<file path="config.mk">
export PLATFORM = sky130hd
export DESIGN_NAME = quadratic_assignment_search
export DESIGN_NICKNAME = d
export VERILOG_FILES = /design/src/qas_pkg.sv /design/src/qas_datapath.sv /design/src/qas_control.sv /design/src/quadratic_assignment_search.sv
export SDC_FILE = /design/constraint.sdc
export NUM_CORES = 2
export LEC_CHECK = 0
export BUFFER_PORTS_ARGS = -buffer_cell sky130_fd_sc_hd__clkbuf_2
export CORE_UTILIZATION = 40
export DETAILED_ROUTE_END_ITERATION = 12
export GPL_TIMING_DRIVEN = 0
export SLEW_MARGIN = 25
export SYNTH_ARGS = -nofsm -noshare
export SYNTH_HDL_FRONTEND = slang
export SYNTH_HIERARCHICAL = 1
export SYNTH_SLANG_ARGS = --single-unit
</file>
<file path="constraint.sdc">
create_clock -name clock -period 6.2 [get_ports clock]
set_input_delay 0 -clock clock [delete_from_list [all_inputs] [get_ports clock]]
set_output_delay 0 -clock clock [all_outputs]
set_load 0.03 [all_outputs]
</file>
<file path="src/qas_pkg.sv">
// Shared types and constants for the quadratic assignment search block.
// No dependencies.
`default_nettype none
package qas_pkg;
   localparam int IDX_BITS  = 3;
   localparam int SIZE_BITS = 4;
   localparam int COST_BITS = 38;
   localparam int VAL_BITS  = 16;

   // matrix dimension and stored entry width
   localparam int MAX_SIZE   = 8;
   localparam int VALUE_BITS = 16;

   localparam logic [1:0] OP_LOAD_DIST = 2'd0;
   localparam logic [1:0] OP_LOAD_COST = 2'd1;
   localparam logic [1:0] OP_START     = 2'd2;

   localparam logic [COST_BITS-1:0] COST_ALL_ONES = {COST_BITS{1'b1}};

   typedef struct packed {
      logic [1:0]          op;
      logic [IDX_BITS-1:0] row;
      logic [IDX_BITS-1:0] col;
      logic [VAL_BITS-1:0] value;
   } req_word_type;

   typedef struct packed {
      logic [IDX_BITS-1:0]  position;
      logic [SIZE_BITS-1:0] location;
      logic [COST_BITS-1:0] total_cost;
      logic                 last;
   } rsp_word_type;

   // controller to datapath
   typedef struct packed {
      logic load;         // write a table entry from the request word
      logic init;         // identity perms, best cost all ones
      logic clr_sum;      // clear accumulator, pair index to zero
      logic acc;          // issue one table read pair / accumulate
      logic finish_perm;  // compare, update best
      logic step_perm;    // advance permutation one step
      logic emit_load;    // load output register for position
   } ctl_cmd_type;

   // datapath to controller
   typedef struct packed {
      logic pair_done;    // last pair of the current permutation issued
      logic acc_idle;     // accumulator pipeline empty
      logic perm_done;    // step found no successor
      logic step_done;    // permutation step finished
   } dp_stat_type;
endpackage
`default_nettype wire

</file>
<file path="src/qas_datapath.sv">
// Datapath: matrix memories, permutation registers, multiply-accumulate and
// best-result tracking. Uses qas_pkg.
`default_nettype none
module qas_datapath (
   input  wire                        clock,
   input  wire                        reset,
   input  wire  qas_pkg::ctl_cmd_type cmd,
   input  wire  qas_pkg::req_word_type req_word,
   input  wire  [qas_pkg::SIZE_BITS-1:0] n_act,
   input  wire  [qas_pkg::IDX_BITS-1:0]  emit_pos,
   output qas_pkg::dp_stat_type       stat,
   output qas_pkg::rsp_word_type      out_word
);
   import qas_pkg::*;

   localparam int PB    = $clog2(MAX_SIZE);
   localparam int DEPTH = MAX_SIZE * MAX_SIZE;
   localparam int AB    = $clog2(DEPTH);
   localparam int PW    = 2 * VALUE_BITS;

   logic [VALUE_BITS-1:0] dist_mem [DEPTH];
   logic [VALUE_BITS-1:0] cost_mem [DEPTH];
   logic [VALUE_BITS-1:0] d_rd_ff, c_rd_ff;

   logic [PB-1:0] perm_ff [MAX_SIZE];
   logic [PB-1:0] perm_in [MAX_SIZE];
   logic [PB-1:0] best_ff [MAX_SIZE];
   logic [COST_BITS-1:0] best_cost_ff, sum_ff, sum_in;
   logic [PB-1:0] i_ff, j_ff;
   logic v1_ff, v2_ff;
   logic [PW-1:0] prod_ff;
   logic [PB:0] nm1;

   // step sequencer state: 0 scan k, 1 scan l, 2 reverse
   logic [1:0] ph_ff;
   logic [PB-1:0] k_ff, l_ff, lo_ff, hi_ff;

   logic ld_ok;
   logic [AB-1:0] ld_addr, d_addr, c_addr;
   logic [COST_BITS:0] add_w;

   assign nm1 = (PB+1)'(n_act - 4'd1);
   assign ld_ok = (32'(req_word.row) < MAX_SIZE) && (32'(req_word.col) < MAX_SIZE);
   assign ld_addr = AB'(32'(req_word.row) * MAX_SIZE + 32'(req_word.col));
   assign d_addr  = AB'(32'(i_ff) * MAX_SIZE + 32'(j_ff));
   assign c_addr  = AB'(32'(perm_ff[i_ff]) * MAX_SIZE + 32'(perm_ff[j_ff]));

   always_ff @(posedge clock) begin
      if (cmd.load && ld_ok && req_word.op == OP_LOAD_DIST)
         dist_mem[ld_addr] <= req_word.value[VALUE_BITS-1:0];
      if (cmd.load && ld_ok && req_word.op == OP_LOAD_COST)
         cost_mem[ld_addr] <= req_word.value[VALUE_BITS-1:0];
      d_rd_ff <= dist_mem[d_addr];
      c_rd_ff <= cost_mem[c_addr];
      prod_ff <= PW'(d_rd_ff) * PW'(c_rd_ff);
   end

   // saturating accumulate
   always_comb begin
      add_w = {1'b0, sum_ff} + (COST_BITS+1)'(prod_ff);
      sum_in = sum_ff;
      if (cmd.clr_sum) sum_in = '0;
      else if (v2_ff) sum_in = add_w[COST_BITS] ? COST_ALL_ONES : add_w[COST_BITS-1:0];
   end

   always_ff @(posedge clock) begin
      if (reset) begin
         v1_ff <= 1'b0;
         v2_ff <= 1'b0;
         sum_ff <= '0;
         i_ff <= '0;
         j_ff <= '0;
      end else begin
         v1_ff <= cmd.acc;
         v2_ff <= v1_ff;
         sum_ff <= sum_in;
         if (cmd.clr_sum) begin
            i_ff <= '0;
            j_ff <= '0;
         end else if (cmd.acc) begin
            if ({1'b0, j_ff} == nm1) begin
               j_ff <= '0;
               i_ff <= i_ff + 1'b1;
            end else
               j_ff <= j_ff + 1'b1;
         end
      end
   end

   // status flags come from registers only; acc_idle is sampled in the wait
   // state, each other flag in the state that issues the matching command
   assign stat.pair_done = ({1'b0, i_ff} == nm1) && ({1'b0, j_ff} == nm1);
   assign stat.acc_idle  = !v1_ff && !v2_ff;

   // permutation step: one compare and at most one swap per cycle of step_perm
   always_comb begin
      for (int q = 0; q < MAX_SIZE; q++) perm_in[q] = perm_ff[q];
      if (ph_ff == 2'd1 && perm_ff[l_ff] > perm_ff[k_ff]) begin
         perm_in[k_ff] = perm_ff[l_ff];
         perm_in[l_ff] = perm_ff[k_ff];
      end else if (ph_ff == 2'd2 && lo_ff < hi_ff) begin
         perm_in[lo_ff] = perm_ff[hi_ff];
         perm_in[hi_ff] = perm_ff[lo_ff];
      end
   end

   logic k_hit, l_hit, rev_end;
   assign k_hit   = (k_ff == '0) || (perm_ff[k_ff - 1'b1] < perm_ff[k_ff]);
   assign l_hit   = perm_ff[l_ff] > perm_ff[k_ff];
   assign rev_end = !(lo_ff < hi_ff) || (lo_ff + 1'b1 >= hi_ff);
   logic found_ff;
   assign stat.step_done = ph_ff == 2'd2 && rev_end;
   assign stat.perm_done = !found_ff;

   always_ff @(posedge clock) begin
      if (reset) begin
         ph_ff <= 2'd0;
         found_ff <= 1'b1;
         for (int q = 0; q < MAX_SIZE; q++) begin
            perm_ff[q] <= PB'(q);
            best_ff[q] <= PB'(q);
         end
         best_cost_ff <= COST_ALL_ONES;
         k_ff <= '0; l_ff <= '0; lo_ff <= '0; hi_ff <= '0;
      end else begin
         if (cmd.init) begin
            for (int q = 0; q < MAX_SIZE; q++) begin
               perm_ff[q] <= PB'(q);
               best_ff[q] <= PB'(q);
            end
            best_cost_ff <= COST_ALL_ONES;
            ph_ff <= 2'd0;
            k_ff <= nm1[PB-1:0];
         end else if (cmd.finish_perm) begin
            if (sum_ff < best_cost_ff) begin
               best_cost_ff <= sum_ff;
               for (int q = 0; q < MAX_SIZE; q++) best_ff[q] <= perm_ff[q];
            end
            ph_ff <= 2'd0;
            k_ff <= nm1[PB-1:0];
         end else if (cmd.step_perm) begin
            for (int q = 0; q < MAX_SIZE; q++) perm_ff[q] <= perm_in[q];
            case (ph_ff)
               2'd0: begin
                  if (k_hit) begin
                     hi_ff <= nm1[PB-1:0];
                     if (k_ff == '0) begin
                        found_ff <= 1'b0;
                        lo_ff <= '0;
                        ph_ff <= 2'd2;
                     end else begin
                        found_ff <= 1'b1;
                        k_ff <= k_ff - 1'b1;
                        l_ff <= nm1[PB-1:0];
                        ph_ff <= 2'd1;
                     end
                  end else
                     k_ff <= k_ff - 1'b1;
               end
               2'd1: begin
                  if (l_hit) begin
                     lo_ff <= k_ff + 1'b1;
                     ph_ff <= 2'd2;
                  end else
                     l_ff <= l_ff - 1'b1;
               end
               2'd2: begin
                  lo_ff <= lo_ff + 1'b1;
                  hi_ff <= hi_ff - 1'b1;
               end
               default: ph_ff <= 2'd0;
            endcase
         end
      end
   end

   always_ff @(posedge clock) begin
      if (cmd.emit_load) begin
         out_word.position   <= emit_pos;
         out_word.location   <= SIZE_BITS'(best_ff[emit_pos[PB-1:0]]) + 4'd1;
         out_word.total_cost <= best_cost_ff;
         out_word.last       <= ({1'b0, emit_pos} == 4'(nm1));
      end
   end
endmodule
`default_nettype wire

</file>
<file path="src/qas_control.sv">
// Controller state machine: sequences loads, permutation sums, steps and
// result emission. Uses qas_pkg.
`default_nettype none
module qas_control (
   input  wire                         clock,
   input  wire                         reset,
   input  wire                         req_valid,
   output logic                        req_stall,
   input  wire  [1:0]                  req_op,
   output logic                        rsp_valid,
   input  wire                         rsp_stall,
   input  wire  [qas_pkg::SIZE_BITS-1:0] n_act,
   input  wire  qas_pkg::dp_stat_type  stat,
   output qas_pkg::ctl_cmd_type        cmd,
   output logic [qas_pkg::IDX_BITS-1:0] emit_pos
);
   import qas_pkg::*;

   localparam logic [2:0] S_IDLE = 3'd0;
   localparam logic [2:0] S_SUM  = 3'd1;
   localparam logic [2:0] S_WAIT = 3'd2;
   localparam logic [2:0] S_CMP  = 3'd3;
   localparam logic [2:0] S_STEP = 3'd4;
   localparam logic [2:0] S_EMIT = 3'd5;

   logic [2:0] st_ff, st_in;
   logic [IDX_BITS-1:0] pos_ff, pos_in;
   logic vld_ff, vld_in;
   logic acc_req;

   assign acc_req   = req_valid && !req_stall;
   assign req_stall = (st_ff != S_IDLE);
   assign rsp_valid = vld_ff;
   assign emit_pos  = pos_ff;

   always_comb begin
      st_in = st_ff;
      pos_in = pos_ff;
      vld_in = vld_ff;
      cmd = '0;
      if (vld_ff && !rsp_stall) vld_in = 1'b0;
      case (st_ff)
         S_IDLE: begin
            if (acc_req && (req_op == OP_LOAD_DIST || req_op == OP_LOAD_COST))
               cmd.load = 1'b1;
            if (acc_req && req_op == OP_START) begin
               cmd.init = 1'b1;
               cmd.clr_sum = 1'b1;
               st_in = S_SUM;
            end
         end
         S_SUM: begin
            cmd.acc = 1'b1;
            if (stat.pair_done) st_in = S_WAIT;
         end
         S_WAIT: if (stat.acc_idle) st_in = S_CMP;
         S_CMP: begin
            cmd.finish_perm = 1'b1;
            st_in = S_STEP;
         end
         S_STEP: begin
            cmd.step_perm = 1'b1;
            if (stat.step_done) begin
               cmd.clr_sum = stat.perm_done ? 1'b0 : 1'b1;
               if (stat.perm_done) begin
                  pos_in = '0;
                  st_in = S_EMIT;
               end else
                  st_in = S_SUM;
            end
         end
         S_EMIT: begin
            if (!vld_ff || !rsp_stall) begin
               cmd.emit_load = 1'b1;
               vld_in = 1'b1;
               pos_in = pos_ff + 1'b1;
               if ({1'b0, pos_ff} == n_act - 4'd1) st_in = S_IDLE;
            end
         end
         default: st_in = S_IDLE;
      endcase
   end

   always_ff @(posedge clock) begin
      if (reset) begin
         st_ff <= S_IDLE;
         pos_ff <= '0;
         vld_ff <= 1'b0;
      end else begin
         st_ff <= st_in;
         pos_ff <= pos_in;
         vld_ff <= vld_in;
      end
   end
endmodule
`default_nettype wire

</file>
<file path="src/quadratic_assignment_search.sv">
// Exhaustive quadratic assignment search, top level.
// Request words load distance or cost entries (one per cycle when idle,
// no result) or start a search. A start holds req_stall high for the
// whole search: every permutation of the active size is visited in
// lexicographic order, each summed as n*n pairs on the single
// multiply-accumulate unit, then drained through the pipeline and
// compared with the best so far, before a permutation step moves on.
// Then n result words leave one per cycle through an output register;
// rsp_stall holds the current word and pauses emission.
// The csr_ port holds problem_size (byte address 0), reset value 8; write it
// only while idle. Synchronous reset clears control state and sets identity
// permutations and an all-ones best cost; matrices are unknown until loaded.
// Uses qas_pkg, qas_control, qas_datapath.
`default_nettype none
module quadratic_assignment_search (
   input  wire                          clock,
   input  wire                          reset,
   input  wire                          req_valid,
   output logic                         req_stall,
   input  wire  qas_pkg::req_word_type  req_word,
   output logic                         rsp_valid,
   input  wire                          rsp_stall,
   output qas_pkg::rsp_word_type        rsp_word,
   input  wire                          csr_psel,
   input  wire                          csr_penable,
   input  wire                          csr_pwrite,
   input  wire  [1:0]                   csr_paddr,
   input  wire  [31:0]                  csr_pwdata,
   output logic [31:0]                  csr_prdata,
   output logic                         csr_pready
);
   import qas_pkg::*;

   logic [SIZE_BITS-1:0] size_ff;
   logic [SIZE_BITS-1:0] n_act;
   ctl_cmd_type cmd;
   dp_stat_type stat;
   logic [IDX_BITS-1:0] emit_pos;

   assign csr_pready = 1'b1;
   assign csr_prdata = (csr_paddr == 2'd0) ? 32'(size_ff) : 32'd0;

   always_ff @(posedge clock) begin
      if (reset)
         size_ff <= 4'd8;
      else if (csr_psel && csr_penable && csr_pwrite && csr_paddr == 2'd0)
         size_ff <= csr_pwdata[SIZE_BITS-1:0];
   end

   always_comb begin
      if (size_ff == '0) n_act = 4'd1;
      else if (32'(size_ff) > MAX_SIZE) n_act = SIZE_BITS'(MAX_SIZE);
      else n_act = size_ff;
   end

   qas_control u_ctl (
      .clock, .reset, .req_valid, .req_stall, .req_op(req_word.op),
      .rsp_valid, .rsp_stall, .n_act, .stat, .cmd, .emit_pos
   );

   qas_datapath u_dp (
      .clock, .reset, .cmd, .req_word, .n_act, .emit_pos, .stat,
      .out_word(rsp_word)
   );
endmodule
`default_nettype wire
</file>
# After elaboration in Yosys (flattened, before gate mapping)
# Memories as Yosys holds them, arrays and structs flattened. A register that Yosys moved wholly into a read port is not among the register bits.
# Cells that the tools add are included.
# totals
mem_count	4
word_cells	303
ff_bits	188
inputBits	65
output_inout_bits	81
mem_bits_rw	2096
# classes
multipliers	1
magnitude_cmp	14
n_eq_ne	25
n_bitwise	39
add_sub_neg	14
reduce_logical	54
mux	131
# mem_list
name	depth	word_bits	rd	rd_clocked_by_memory_dff	write_ports	line	text
u_dp.cost_mem	64	16	1	1	1	qas_datapath.sv:22	logic [VALUE_BITS-1:0] cost_mem [DEPTH];
u_dp.dist_mem	64	16	1	1	1	qas_datapath.sv:21	logic [VALUE_BITS-1:0] dist_mem [DEPTH];
u_dp.best_ff	8	3	1	1	8	qas_datapath.sv:27	logic [PB-1:0] best_ff [MAX_SIZE];
u_dp.perm_ff	8	3	15	6	8	qas_datapath.sv:25	logic [PB-1:0] perm_ff [MAX_SIZE];
# op_table
cell	n
3-bit two-way mux	74
24-bit bitwise mux	4
24-bit two-way mux	2
38-bit by 32-bit adder with 39-bit output	1
38-bit less-than comparator	1
38-bit two-way mux	1
3-bit demux with 3-bit select	4
16-bit by 16-bit multiplier with 32-bit output	1
1-bit OR	32
1-bit two-way mux	31
6-bit by 3-bit adder with 6-bit output	3
1-bit logical AND	18
3-bit case mux with 2 select lines	3
3-bit case mux with 6 select lines	1
4-bit >= comparator (second input constant)	4
4-bit by 1-bit less-than comparator with 1-bit output (second input constant)	4
3-bit NOT with 4-bit output	4
3-bit by 1-bit adder with 3-bit output (second input constant)	5
7-bit AND reduction	2
3-bit by 4-bit equality test with 1-bit output	3
4-bit two-way mux	3
2-bit by 1-bit != test with 1-bit output (second input constant)	6
2-bit != test (second input constant)	6
3-bit nonzero test	4
31 further kinds	61

# Depth between registers and ports, before layout
# logic_depth
depth_word	11
ltp_mapped	24
depth_no_buf	22

# Modules after synthesis
# Netlist, hierarchy kept.
# by_module_without_submodules
mod	cells_per_inst	area_per_inst_um2	seq_area_each_um2	instances
qas_datapath	6919	102306.9	67885.1	1
qas_control	73	535.5	140.1	1
quadratic_assignment_search	60	474.2	80.1	1

# Worst setup path after synthesis
# No wires, ideal clock.
# synth_timing
kind	register -> register
from	register u_dp.c_rd_ff[1], read port of u_dp.cost_mem
to	register u_dp.prod_ff[28]
path_stages_with_launch	23
period_less_slack_ns	5.760
path_buffers	2
setup_slack_ns	0.440
arrival_time_ns	5.640
setup_ns	0.120
path_cell_list	dfxtp_1 -> clkbuf_1 -> nand2_1 -> fa_1 -> fa_1 -> fa_1 -> fa_1 -> inv_1 -> fa_1 -> inv_1 -> fa_1 -> inv_1 -> ha_1 -> clkbuf_1 -> o21a_1 -> o211ai_1 -> nand2_1 -> a21oi_1 -> nor2_1 -> o2111ai_1 -> a21oi_1 -> o41a_1 -> xor2_1
# synth_between
elab_chain_len	1
# synth_rtl
item	line	text
start, declared	qas_datapath.sv:23	logic [VALUE_BITS-1:0] d_rd_ff, c_rd_ff;
16-bit by 16-bit multiplier with 32-bit output	qas_datapath.sv:55	prod_ff <= PW'(d_rd_ff) * PW'(c_rd_ff);
end signal, assigned	qas_datapath.sv:55	
end, declared	qas_datapath.sv:31	logic [PW-1:0] prod_ff;
# Every way passes these cells.
# A chain may end at the register's enable or synchronous reset.

# Final worst setup path
# layout_timing
from	register u_dp.c_rd_ff[4], read port of u_dp.cost_mem
to	register u_dp.prod_ff[29]
# Same word-level chain as after synthesis.

==> flow_summary_export.csv <==
group,metric,value,unit
timing,period_needed,5.99,ns
grt,grt_max_degree,101,
clock_network,clk_pin_slew,0.07,ns
timing,clock_skew,0.0694,ns
critical_path,critPathRequiredTime,6.95,ns
synthesis,ys_ff_latch,2334,
layout,seq_area,68200,um^2
place,place_ws,-1.01,ns
place,portBuffers,82,
timing,slew_violations,0,
critical_path,cp.arrival,6.74,ns
layout,final_util,0.463,
clock_network,cts.path.max_buffers,3,
clock_network,ctsHtreeMaxLevel,4,
layout,layout-drive-gt1-share,0.174,
die,die_area,260000,um^2
die,ios,146,
min_path,whs_endpoint,"u_dp/cost_mem[32][14]",
critical_path,reg2regPathDepth,23,
clock_network,cts_buffers,233,
routing,vias,63000,
timing,setup_viol,0,
routing,viasPerCell,5.65,
flow_run,cap_violations,0,
timing,max_slew_margin,0.208,
die,start_util,0.402,
power,power_density,350,nW/um^2
grt,antenna_found_initial,27,
routing,ant_nets,0,
grt,grt_pass1_vias,61700,
power,vdd_ir_drop_max,0.000590,V
routing,drt_first_pass_iters,6,
critical_path,cp_max_fo,10,
synthesis,ys.flop_type,"edfxtp_1",
layout,multi_input_area,32600,um^2
timing,max_freq,167,MHz
die,die_y,510,um
layout,fill_cells,22200,
routing,drc_errors,0,
power,p_leak,41.0,nW
synthesis,async_flop_share,0,
grt,grt_pass1_wl,427000,um
routing,wirelength,294000,um
synthesis,syn_inst,7052,
clock_network,cts-root-buf,"clkbuf_16",
synthesis,synth_top_cell_area_share,0.621,
place,place.gp.congestion,0.950,
routing,wire_per_inst,26.4,um
synthesis,ys_seq_area_frac,0.659,
min_path,hold_path_depth,3,
timing,timing.hold.ws,0.0777,ns
synthesis,synth.distinct_cells,79,
timing,setup_tns,0,ns
clock_network,clock_sinks,2334,
clock_network,clk-insertion-delay-late,0.91,ns
synthesis,netlist_area,103000,um^2
status,outcome,"finished clean",
timing,tightest_slew,1.19,ns
synthesis,synth_edf_count,2136,
critical_path,r2r_setup_slack,0.21,ns
critical_path,r2r_end,"u_dp/prod_ff[29]",
min_path,hp-class,"in -> reg",
grt,grt_use_total,0.226,
die,std_cell_rows,186,
synthesis,yosys.area.top_type,"edfxtp_1",
synthesis,yosys_warnings,6,
critical_path,r2r_start,"u_dp/c_rd_ff[4]",
routing,dr.first_iter.drc_count,7319,
layout,num-nets-final,8012,
synthesis,yosys-top-cells-area,"edfxtp_1 62%, mux4_2 8.4%, nand2_1 4.0%, dfxtp_1 3.8%, fa_1 3.8%",
timing,fin_ws,0.211,ns
synthesis,avgSynthCellArea,14.7,um^2
timing,finalHoldViolCount,0,
critical_path,endpoint_kind,"flip-flop",
critical_path,critical_path_class,"reg -> reg",
die,coreArea,257000,um^2
timing,fin_crit_sh,0.966,
place,dp_hpwl,203000,um
grt,overflow,0,
layout,area_growth,15.1,%
min_path,hp-start,"req_word[21]",
critical_path,start_kind,"flip-flop",
clock_network,cts_tree,"built",
die,die_w,510,um
[state kept, by name (all words and copies together) (netlist names), 2 cells and up, named ones only]
signal and flops:
u_dp/lo_ff 3, u_dp/best_cost_ff 38, u_dp/d_rd_ff 16, u_dp/dist_mem 1024, size_ff 4, u_dp/sum_ff 38
u_ctl/st_ff 3, u_dp/l_ff 3, u_dp/c_rd_ff 16, u_dp/prod_ff 32, u_dp/ph_ff 2, u_dp/best_ff 24
u_dp/perm_ff 24, u_dp/out_word 46, u_ctl/emit_pos 3, u_dp/hi_ff 3, u_dp/k_ff 3, u_dp/i_ff 3
u_dp/cost_mem 1024, u_dp/j_ff 3
[logic make-up (layout without fill, tap and decap cells)]
logic type | count (synthesis) | count (layout) | synth area share
xor gates and xnor gates | 79 | 79 | 0.00670
buffers and inverters | 756 | 1437 | 0.0303
other | 2 | 34 | 0.0000727
DFF | 2334 | 2334 | 0.659
AOI/OAI and AO/OA | 1076 | 1076 | 0.0686
and+or+nand+nor | 1988 | 1988 | 0.0854
adders and majority gates | 394 | 394 | 0.0619
muxes | 423 | 423 | 0.0878
[worst max-delay path by stage]
stage / start / endpoint / slack, ns / depth (start not counted)
after floorplan: u_dp/c_rd_ff[1] / u_dp/prod_ff[28] / 0.44 / 22
after global placement: u_dp/d_rd_ff[5] / u_dp/prod_ff[31] / -1.01 / 21
final: u_dp/c_rd_ff[4] / u_dp/prod_ff[29] / 0.21 / 23
after detailed placement: u_dp/d_rd_ff[9] / u_dp/prod_ff[31] / -1.01 / 20
after global routing: u_dp/c_rd_ff[5] / u_dp/prod_ff[29] / -0.009 / 23
after CTS: u_dp/d_rd_ff[5] / u_dp/prod_ff[28] / 0.004 / 23
[cell usage in the layout, fill, tap and decap left out, types with 42 or more instances in the layout]
master	netlist	final
ha_1	199	195
clkbuf_16	0	235
buf_4	36	44
and2_1	198	198
o22ai_1	65	65
clkbuf_2	0	89
fa_1	195	193
clkinv_1	0	48
a21oi_1	119	116
edfxtp_1	2136	2136
mux4_2	384	384
nand2_1	1114	1113
o211ai_1	46	46
o21ai_0	240	237
nand3_1	158	156
a31oi_1	143	143
buf_2	91	94
clkbuf_1	254	248
clkinv_2	0	64
and2_0	60	60
nor2_2	1	131
nor2_1	260	129
a21o_1	44	44
buf_1	50	42
inv_1	317	317
dfxtp_1	198	169
a211oi_1	227	226
buf_6	6	71
[worst max-delay path, cell delays in order (launching register included)]
cell      delay, ns
dfxtp_2        0.37
buf_4          0.20
and2_1         0.19
fa_1           0.57
inv_1          0.06
fa_1           0.41
fa_1           0.57
inv_1          0.06
fa_1           0.49
fa_1           0.51
inv_1          0.05
fa_1           0.47
inv_1          0.04
ha_2           0.36
nand4_1        0.12
nor2_2         0.13
and3_1         0.16
nand3_1        0.09
nand2_2        0.16
o41ai_4        0.11
buf_4          0.18
o211ai_1       0.20
nand2_1        0.12
xnor2_2        0.26
[stage by stage]
stage / cell area (um^2) / std cells / power, W
3_3_place_gp: 108000 / 10500 / 0.0270
5_1_grt: 119000 / 11100 / 0.0436
4_1_cts: 119000 / 11100 / 0.0415
6_report: 119000 / 11100 / 0.0416
2_1_floorplan: 103000 / 7079 / 0.0244
3_5_place_dp: 110000 / 10700 / 0.0270
[per-layer routing]
layer	global-route usage	vias to the layer above	share of wire
li1	-	27500	-
met1	0.313	32300	0.42
met2	0.363	2708	0.47
met3	0.0401	450	0.082
met4	0.0665	10	0.030
met5	0	-	0.00039
[report_power, final]
part | switching, W | internal (W) | total [W]
Combinational | 0.00578 | 0.00394 | 0.00972
Clock | 0.00617 | 0.00812 | 0.0143
Sequential | 0.000128 | 0.0174 | 0.0175
Total | 0.0121 | 0.0295 | 0.0416
[synthesized netlist by cell type, drive strengths merged, types with 21 or more instances]
cell	n
mux2i	26
and3	30
buf	183
xor2	35
ha	199
o22ai	65
edfxtp	2136
a221oi	33
a221o	34
o211ai	46
clkbuf	254
xnor2	44
dfxtp	198
a21o	44
inv	319
nand3	158
o221ai	21
a211oi	227
fa	195
a31oi	143
nor3	40
nand2	1114
o21ai	271
and2	262
nor2	261
or3	25
a21oi	120
nand2b	23
mux4	384
[what timing repair did]
action                                   CTS  global route
hold buffers                              41             0
endpoints found under the setup margin    13            10
hold endpoints to repair                1488             0
resized for setup                         99            44
pin swaps                                  3            10
setup buffers                              1             1
[area by class of cell]
type	count	area share
Inverter	319	0.0101
Tap cell	3384	0.0356
Clock inverter	167	0.0149
Timing Repair Buffer	242	0.0228
Sequential cell	2334	0.573
Buffer	434	0.0177
Antenna cell	5	0.000105
Clock buffer	275	0.0508
Multi-Input combinational cell	3989	0.275
No activity file was read; power rests on OpenSTA's default activity.
